### src/hw/rtl/rhh_pkg.sv
`timescale 1ns / 1ps
// ----------------------------------------------------------------------------
// RGB to HSV/HSL package
// Shared widths, constants and the item type passed from front to back.
// ----------------------------------------------------------------------------
package rhh_pkg;

    localparam int ChanW    = 8;
    localparam int HueFrac  = 8;
    localparam int SatBits  = 16;
    localparam int HueW     = 11;
    localparam int SatW     = 16;
    localparam int LevelW   = 9;
    // Quotient bits produced by the divider; both quotients stay below 2^QuoW.
    localparam int QuoW     = SatBits + 1;
    localparam int NumW     = QuoW + ChanW;
    localparam int QDepth   = 4;
    localparam int QPtrW    = 2;

    localparam logic [0:0] ModeHsv = 1'b0;
    localparam logic [0:0] ModeHsl = 1'b1;

    // One classified pixel: hue numerator in sixths scaled by delta, the two
    // divisors, the saturation numerator and the level.
    typedef struct packed {
        logic [HueW-1:0]   hue_num;
        logic [ChanW-1:0]  delta;
        logic [ChanW-1:0]  sat_den;
        logic              grey;
        logic [LevelW-1:0] level;
    } item_t;

endpackage

### src/hw/rtl/rhh_front.sv
`timescale 1ns / 1ps
// ----------------------------------------------------------------------------
// RGB to HSV/HSL front end
// Accepts pixels, finds min/max and sector, and registers one classified item.
// ----------------------------------------------------------------------------
module rhh_front (
    input  logic                          aclk,
    input  logic                          aresetn,
    input  logic                          mode,
    input  logic                          in_valid,
    output logic                          in_ready,
    input  logic [rhh_pkg::ChanW-1:0]     red,
    input  logic [rhh_pkg::ChanW-1:0]     green,
    input  logic [rhh_pkg::ChanW-1:0]     blue,
    output logic                          out_valid,
    input  logic                          out_ready,
    output rhh_pkg::item_t                out_item
);

    logic           fv_reg;
    rhh_pkg::item_t item_reg;
    rhh_pkg::item_t item_next;
    logic [7:0]     mn;
    logic [7:0]     mx;
    logic [7:0]     d;
    logic [8:0]     sum;
    logic signed [11:0] t;
    logic signed [11:0] d12;

    // Min, max and hue numerator; ties for max prefer red, then green.
    always_comb begin
        mn = (red <= green) ? red : green;
        if (blue < mn) begin
            mn = blue;
        end
        mx = (red <= green) ? green : red;
        if (mx < blue) begin
            mx = blue;
        end
        d   = mx - mn;
        d12 = $signed({4'd0, d});
        sum = {1'b0, mx} + {1'b0, mn};
        if (mx == red) begin
            t = $signed({4'd0, green}) - $signed({4'd0, blue});
        end else if (mx == green) begin
            t = $signed({4'd0, blue}) - $signed({4'd0, red}) + (d12 <<< 1);
        end else begin
            t = $signed({4'd0, red}) - $signed({4'd0, green}) + (d12 <<< 2);
        end
        if (t < 0) begin
            t = t + (d12 <<< 2) + (d12 <<< 1);
        end
        item_next.hue_num = t[rhh_pkg::HueW-1:0];
        item_next.delta   = d;
        item_next.grey    = (d == 8'd0);
        if (mode == rhh_pkg::ModeHsv) begin
            item_next.sat_den = mx;
            item_next.level   = {1'b0, mx};
        end else begin
            item_next.sat_den = (sum <= 9'd255) ? sum[7:0] : 8'(9'd510 - sum);
            item_next.level   = sum;
        end
    end

    assign in_ready  = !fv_reg || out_ready;
    assign out_valid = fv_reg;
    assign out_item  = item_reg;

    // Holding register toward the queue.
    always_ff @(posedge aclk) begin
        if (!aresetn) begin
            fv_reg <= 1'b0;
        end else if (in_ready) begin
            fv_reg <= in_valid;
        end
        if (in_ready && in_valid) begin
            item_reg <= item_next;
        end
    end

endmodule

### src/hw/rtl/rhh_queue.sv
`timescale 1ns / 1ps
// ----------------------------------------------------------------------------
// RGB to HSV/HSL item queue
// Short register queue that decouples the front end from the divider back end.
// ----------------------------------------------------------------------------
module rhh_queue (
    input  logic           aclk,
    input  logic           aresetn,
    input  logic           push,
    input  rhh_pkg::item_t push_item,
    output logic           not_full,
    input  logic           pop,
    output logic           not_empty,
    output rhh_pkg::item_t pop_item
);

    rhh_pkg::item_t               mem_reg [rhh_pkg::QDepth];
    logic [rhh_pkg::QPtrW-1:0]    wptr_reg;
    logic [rhh_pkg::QPtrW-1:0]    rptr_reg;
    logic [rhh_pkg::QPtrW:0]      cnt_reg;

    assign not_full  = (cnt_reg != 3'(rhh_pkg::QDepth));
    assign not_empty = (cnt_reg != '0);
    assign pop_item  = mem_reg[rptr_reg];

    // Pointers and fill count.
    always_ff @(posedge aclk) begin
        if (!aresetn) begin
            wptr_reg <= '0;
            rptr_reg <= '0;
            cnt_reg  <= '0;
        end else begin
            if (push) begin
                wptr_reg <= wptr_reg + 1'b1;
            end
            if (pop) begin
                rptr_reg <= rptr_reg + 1'b1;
            end
            if (push && !pop) begin
                cnt_reg <= cnt_reg + 1'b1;
            end else if (pop && !push) begin
                cnt_reg <= cnt_reg - 1'b1;
            end
        end
        if (push) begin
            mem_reg[wptr_reg] <= push_item;
        end
    end

endmodule

### src/hw/rtl/rhh_div.sv
`timescale 1ns / 1ps
// ----------------------------------------------------------------------------
// RGB to HSV/HSL divider
// Pipelined restoring divider, one quotient bit per stage, holds while enable is low.
// ----------------------------------------------------------------------------
module rhh_div (
    input  logic                       aclk,
    input  logic                       en,
    input  logic [rhh_pkg::NumW-1:0]   num,
    input  logic [rhh_pkg::ChanW-1:0]  den,
    output logic [rhh_pkg::QuoW-1:0]   quo
);

    localparam int Q = rhh_pkg::QuoW;
    localparam int C = rhh_pkg::ChanW;

    logic [C-1:0] rem_reg [Q];
    logic [Q-1:0] rest_reg [Q];
    logic [Q-1:0] q_reg [Q];
    logic [C-1:0] den_reg [Q];

    // The top bits of the numerator are below the divisor by construction.
    for (genvar s = 0; s < Q; s++) begin : g_stage
        logic [C-1:0] rem_in;
        logic [Q-1:0] rest_in;
        logic [Q-1:0] q_in;
        logic [C-1:0] den_in;
        logic [C:0]   trial;
        logic         ge;
        if (s == 0) begin : g_first
            assign rem_in  = num[rhh_pkg::NumW-1:Q];
            assign rest_in = num[Q-1:0];
            assign q_in    = '0;
            assign den_in  = den;
        end else begin : g_next
            assign rem_in  = rem_reg[s-1];
            assign rest_in = rest_reg[s-1];
            assign q_in    = q_reg[s-1];
            assign den_in  = den_reg[s-1];
        end
        assign trial = {rem_in, rest_in[Q-1]};
        assign ge    = (trial >= {1'b0, den_in});
        always_ff @(posedge aclk) begin
            if (en) begin
                rem_reg[s]  <= ge ? C'(trial - {1'b0, den_in}) : trial[C-1:0];
                rest_reg[s] <= {rest_in[Q-2:0], 1'b0};
                q_reg[s]    <= {q_in[Q-2:0], ge};
                den_reg[s]  <= den_in;
            end
        end
    end

    assign quo = q_reg[Q-1];

endmodule

### src/hw/rtl/rhh_back.sv
`timescale 1ns / 1ps
// ----------------------------------------------------------------------------
// RGB to HSV/HSL back end
// Two divider pipelines for hue and saturation, then the output register.
// ----------------------------------------------------------------------------
module rhh_back (
    input  logic                          aclk,
    input  logic                          aresetn,
    input  logic                          in_valid,
    output logic                          in_ready,
    input  rhh_pkg::item_t                in_item,
    output logic                          out_valid,
    input  logic                          out_ready,
    output logic [rhh_pkg::HueW-1:0]      hue,
    output logic [rhh_pkg::SatW-1:0]      saturation,
    output logic [rhh_pkg::LevelW-1:0]    level
);

    localparam int Q = rhh_pkg::QuoW;

    logic                         en;
    logic                         take;
    logic [Q-1:0]                 v_reg;
    logic [Q-1:0]                 grey_reg;
    logic [rhh_pkg::LevelW-1:0]   lvl_reg [Q];
    logic [rhh_pkg::NumW-1:0]     hnum;
    logic [rhh_pkg::NumW-1:0]     snum;
    logic [rhh_pkg::ChanW-1:0]    hden;
    logic [rhh_pkg::ChanW-1:0]    sden;
    logic [Q-1:0]                 hq;
    logic [Q-1:0]                 sq;
    logic                         ov_reg;
    logic [rhh_pkg::HueW-1:0]     hue_reg;
    logic [rhh_pkg::SatW-1:0]     sat_reg;
    logic [rhh_pkg::LevelW-1:0]   lev_reg;

    // The whole back pipeline moves whenever the output register is free.
    assign en       = !ov_reg || out_ready;
    assign in_ready = en;
    assign take     = en && in_valid;

    // Grey pixels divide by one so the datapath stays defined.
    assign hden = in_item.grey ? 8'd1 : in_item.delta;
    assign sden = in_item.grey ? 8'd1 : in_item.sat_den;
    assign hnum = rhh_pkg::NumW'({in_item.hue_num, 8'd0});
    assign snum = rhh_pkg::NumW'({in_item.delta, 16'd0});

    rhh_div u_hue_div (.aclk(aclk), .en(en), .num(hnum), .den(hden), .quo(hq));
    rhh_div u_sat_div (.aclk(aclk), .en(en), .num(snum), .den(sden), .quo(sq));

    // Side pipeline matching the divider latency.
    always_ff @(posedge aclk) begin
        if (!aresetn) begin
            v_reg <= '0;
        end else if (en) begin
            v_reg <= {v_reg[Q-2:0], take};
        end
        if (en) begin
            grey_reg <= {grey_reg[Q-2:0], in_item.grey};
            lvl_reg[0] <= in_item.level;
            for (int i = 1; i < Q; i++) begin
                lvl_reg[i] <= lvl_reg[i-1];
            end
        end
    end

    // Output register with saturation clamp.
    always_ff @(posedge aclk) begin
        if (!aresetn) begin
            ov_reg <= 1'b0;
        end else if (en) begin
            ov_reg <= v_reg[Q-1];
        end
        if (en) begin
            hue_reg <= grey_reg[Q-1] ? '0 : hq[rhh_pkg::HueW-1:0];
            if (grey_reg[Q-1]) begin
                sat_reg <= '0;
            end else if (sq[Q-1]) begin
                sat_reg <= '1;
            end else begin
                sat_reg <= sq[rhh_pkg::SatW-1:0];
            end
            lev_reg <= lvl_reg[Q-1];
        end
    end

    assign out_valid  = ov_reg;
    assign hue        = hue_reg;
    assign saturation = sat_reg;
    assign level      = lev_reg;

endmodule

### src/hw/rtl/rgb_to_hsv_hsl.sv
`timescale 1ns / 1ps
// ----------------------------------------------------------------------------
// RGB to HSV/HSL converter
// Converts 8-bit RGB pixels to hue plus HSV or HSL saturation and level.
// ----------------------------------------------------------------------------
// Path from input request to output valid: front register, queue,
// 17 divider stages of one quotient bit, output register.
// Throughput: one request per cycle when m_tready does not stall; the divider pipelines set that figure.
// Reset: synchronous active-low aresetn empties all stages and sets HSV mode.
module rgb_to_hsv_hsl (
    input  logic        aclk,
    input  logic        aresetn,
    input  logic        cfg_wr_en,
    input  logic        cfg_wr_data,   // output_mode
    input  logic        s_tvalid,
    output logic        s_tready,
    input  logic [23:0] s_tdata,       // red[7:0], green[15:8], blue[23:16]
    output logic        m_tvalid,
    input  logic        m_tready,
    output logic [39:0] m_tdata        // hue[10:0], saturation[26:11], level[35:27], 0
);

    logic           mode_reg;
    logic           f_valid;
    logic           q_not_full;
    logic           q_not_empty;
    logic           b_ready;
    rhh_pkg::item_t f_item;
    rhh_pkg::item_t q_item;
    logic [rhh_pkg::HueW-1:0]   hue;
    logic [rhh_pkg::SatW-1:0]   sat;
    logic [rhh_pkg::LevelW-1:0] lvl;

    // Mode register.
    always_ff @(posedge aclk) begin
        if (!aresetn) begin
            mode_reg <= rhh_pkg::ModeHsv;
        end else if (cfg_wr_en) begin
            mode_reg <= cfg_wr_data;
        end
    end

    rhh_front u_front (
        .aclk(aclk), .aresetn(aresetn), .mode(mode_reg),
        .in_valid(s_tvalid), .in_ready(s_tready),
        .red(s_tdata[7:0]), .green(s_tdata[15:8]), .blue(s_tdata[23:16]),
        .out_valid(f_valid), .out_ready(q_not_full), .out_item(f_item)
    );

    rhh_queue u_queue (
        .aclk(aclk), .aresetn(aresetn),
        .push(f_valid && q_not_full), .push_item(f_item), .not_full(q_not_full),
        .pop(q_not_empty && b_ready), .not_empty(q_not_empty), .pop_item(q_item)
    );

    rhh_back u_back (
        .aclk(aclk), .aresetn(aresetn),
        .in_valid(q_not_empty), .in_ready(b_ready), .in_item(q_item),
        .out_valid(m_tvalid), .out_ready(m_tready),
        .hue(hue), .saturation(sat), .level(lvl)
    );

    assign m_tdata = {4'd0, lvl, sat, hue};

endmodule

### config.mk
export PLATFORM = sky130hd
export DESIGN_NAME = rgb_to_hsv_hsl
export DESIGN_NICKNAME = d
export VERILOG_FILES = /design/src/hw/rtl/rhh_pkg.sv /design/src/hw/rtl/rhh_front.sv /design/src/hw/rtl/rhh_queue.sv /design/src/hw/rtl/rhh_div.sv /design/src/hw/rtl/rhh_back.sv /design/src/hw/rtl/rgb_to_hsv_hsl.sv
export SDC_FILE = /design/constraint.sdc
export NUM_CORES = 2
export LEC_CHECK = 0
export CORE_UTILIZATION = 43
export CTS_CLUSTER_SIZE = 40
export DETAILED_ROUTE_END_ITERATION = 12
export DONT_BUFFER_PORTS = 1
export GPL_TIMING_DRIVEN = 0
export SYNTH_ARGS = -nofsm -noshare
export SYNTH_HDL_FRONTEND = slang
export SYNTH_SLANG_ARGS = --single-unit
### constraint.sdc
create_clock -name aclk -period 32.9 [get_ports aclk]
set_clock_uncertainty 0.1 [all_clocks]
set_input_delay 4.935 -clock aclk [delete_from_list [all_inputs] [get_ports aclk]]
set_output_delay 4.935 -clock aclk [all_outputs]
set_load 0.02 [all_outputs]
==> reports/results.ini <==
[grt]
busiest_layer = met2
grt_pass1_wl_um = 147000
globalRouteMet1Util = 0.163
grt_start_max_net_pins = 123
gr-usage-met2 = 0.262
met3_usage = 0.0289
antenna_found_initial = 0
overflow = 0
grtUsageTotal = 0.144
grt_pass1_vias = 30116

[route]
drc = 0
vias = 29497
ant_nets = 0
firstDrtPassIters = 7
wl_per_cell_um = 15.3
finalWirelength_um = 90400
via_per_inst = 4.99
drt_iter0_drc = 1646

[placed_design]
hpwlAfterDp_um = 63400
dp_cells = 5672
gp_congestion = 0.874
dpl_cell_area_um2 = 56800
port_buffers = 0

[sta]
worstMarginPinSlew_ps = 1160
relSlewSlack = 0.218
drv_slew = 0
finalSetupTns_ps = 0
fmax_mhz = 67.1
hold_viol_final = 0
period_share = 0.453
rsz0062_at_grt = false
setup-violations-final = 0
period_needed_ps = 14900

[worst_hold_path]
hp-class = register to register
min_path_cells = 0
hp-start = u_back.u_sat_div.q_reg[0][161]
min_to = u_back.u_sat_div.q_reg[0][179]

[clocking]
clk_path_buf_depth = 3
clock_latency_ps = 720
cts_tree = yes
cts_resized = 0
clk_pin_slew_ps = 60
hold_buffers = 0
h-tree-depth = 4
post_cts_buffers = 0
clock-root-buffer = clkbuf_16
numClockSinks = 1182
cts_buffers = 133

[die]
die_h_um = 357
io_pins = 72
num_rows = 130
floorplan.initialDensity = 0.433
core_area_um2 = 125000
die-area_um2 = 128000
die_w_um = 357

[setup_path]
cp.required_ps = 33270
arrival_ps = 15270
critPathLaunchType = input pin
crit-reg2reg-capture = u_back.u_sat_div.rem_reg[0][1]
slowest_delay_ps = 740
setup.worst_path.class = input pin to register
reg2reg_setup_slack_ps = 27520
endpoint_kind = register
slowest_stage = xnor2_1
reg2regPathDepth = 17
critPathMaxFanout = 10

[job]
maxCapViolations = 0

[logic_synthesis]
syn_inst = 4005
yosysWarnings = 0
synth_edf_count = 1153
synth.distinct_cells = 69
synth_area_um2 = 54300
synth_flop_cell = edfxtp_1
syn_avg_cell_area_um2 = 13.6
async_flop_share = 0
synth_seq_cells = 1182
synth-seq-area-share = 0.648

[finish]
final_common_cell = edfxtp_1
antennaDiodeCount = 0
utilization = 0.487
layout_common_cells = 1153 x edfxtp_1, 454 x inv_1, 353 x ha_1
area_growth_pct = 12.5
final_cells = 5913
fin_area_um2 = 61100
fin_nets = 4587
drive_above_1_share = 0.0664

[outcome]
status = finished clean

## metrics by stage
stage / hold slack [ps] / worst slack, ps
6_report: 299 / 18000
5_1_grt: 297 / 17110
4_1_cts: 296 / 18030
3_5_place_dp: 305 / 17290
3_3_place_gp: 301 / 9500
2_1_floorplan: 300 / 14260
## Yosys cell counts (all sizes together) (3+ instances only)
library cell | instances | share of area
o211a | 26 | 0.0048
and3 | 7 | 0.00081
nor3b | 3 | 0.00041
o31ai | 62 | 0.0086
a21o | 70 | 0.0097
fa | 47 | 0.017
o211ai | 3 | 0.00041
nand2b | 82 | 0.0094
o221ai | 4 | 0.00064
dfxtp | 29 | 0.011
or3 | 3 | 0.00044
mux2i | 39 | 0.0072
xnor2 | 89 | 0.015
nor3 | 10 | 0.00092
mux2 | 23 | 0.0052
nand3 | 32 | 0.0029
or4 | 29 | 0.0040
a211o | 8 | 0.0013
clkbuf | 60 | 0.0042
a21boi | 56 | 0.0077
mux4 | 26 | 0.011
a211oi | 13 | 0.0018
and2 | 52 | 0.0060
and4b | 4 | 0.00074
inv | 454 | 0.031
buf | 16 | 0.0017
a31oi | 14 | 0.0016
nor2 | 202 | 0.014
o22ai | 5 | 0.00058
o21a | 14 | 0.0019
ha | 353 | 0.081
nand2 | 279 | 0.019
a311oi | 6 | 0.00097
o21ai | 333 | 0.031
nand4 | 49 | 0.0059
edfxtp | 1153 | 0.64
a21oi | 101 | 0.0094
xor2 | 79 | 0.013
o21bai | 14 | 0.0019
or2 | 5 | 0.00058
nor2b | 131 | 0.015
## worst max-delay path, delay by kind of cell
kind | cells | cell delay, ps
xor gates and xnor gates | 2 | 1020
muxes | 1 | 350
and+or+nand+nor | 11 | 1560
buffers and inverters | 5 | 850
adders and majority gates | 6 | 1970
AOI/OAI and AO/OA | 16 | 4580
## worst max path at each step
stage / from / end / slack, ps / cells past startpoint
CTS: s_tdata[11] / u_front.out_item[36] / 18030 / 42
global placement: m_tready / u_back.u_sat_div.den_reg[0][121] / 9500 / 4
floorplan: m_tready / u_back.grey_reg[0] / 14260 / 4
detailed placement: s_tdata[11] / u_front.out_item[36] / 17290 / 41
global route: s_tdata[9] / u_front.out_item[36] / 17110 / 42
finish: s_tdata[11] / u_front.out_item[36] / 18000 / 41
## cells by family (layout without fill, tap and decap cells)
kind of cell	Yosys count	after routing	synth area share
flip-flops	1182	1182	0.648
AND/OR/NAND/NOR	894	894	0.0814
AO/OA/AOI/OAI	741	741	0.0841
buffers and inverters	531	786	0.0374
adder cells (fa/ha/maj)	400	400	0.0986
XOR/XNOR	168	168	0.0274
multiplexers	88	88	0.0231
other	1	4	0.0000690
## routing by layer
metal	routed length, µm	vias up
met5	0	-
met4	2790	0
met3	3280	167
met2	46700	409
met1	37600	14116
li1	-	14805
## area by class of cell
cell class	count	area, µm²
multi-input combinational	2295	17100
fill	10756	64300
inverter	455	1710
sequential	1182	35200
clock buffer	171	3560
buffer	76	332
timing repair buffer	14	355
clock inverter	70	776
tap	1650	2060
Power is not shown: default switching activity piles up to over one toggle a cycle in this logic, so the estimate is an artifact.
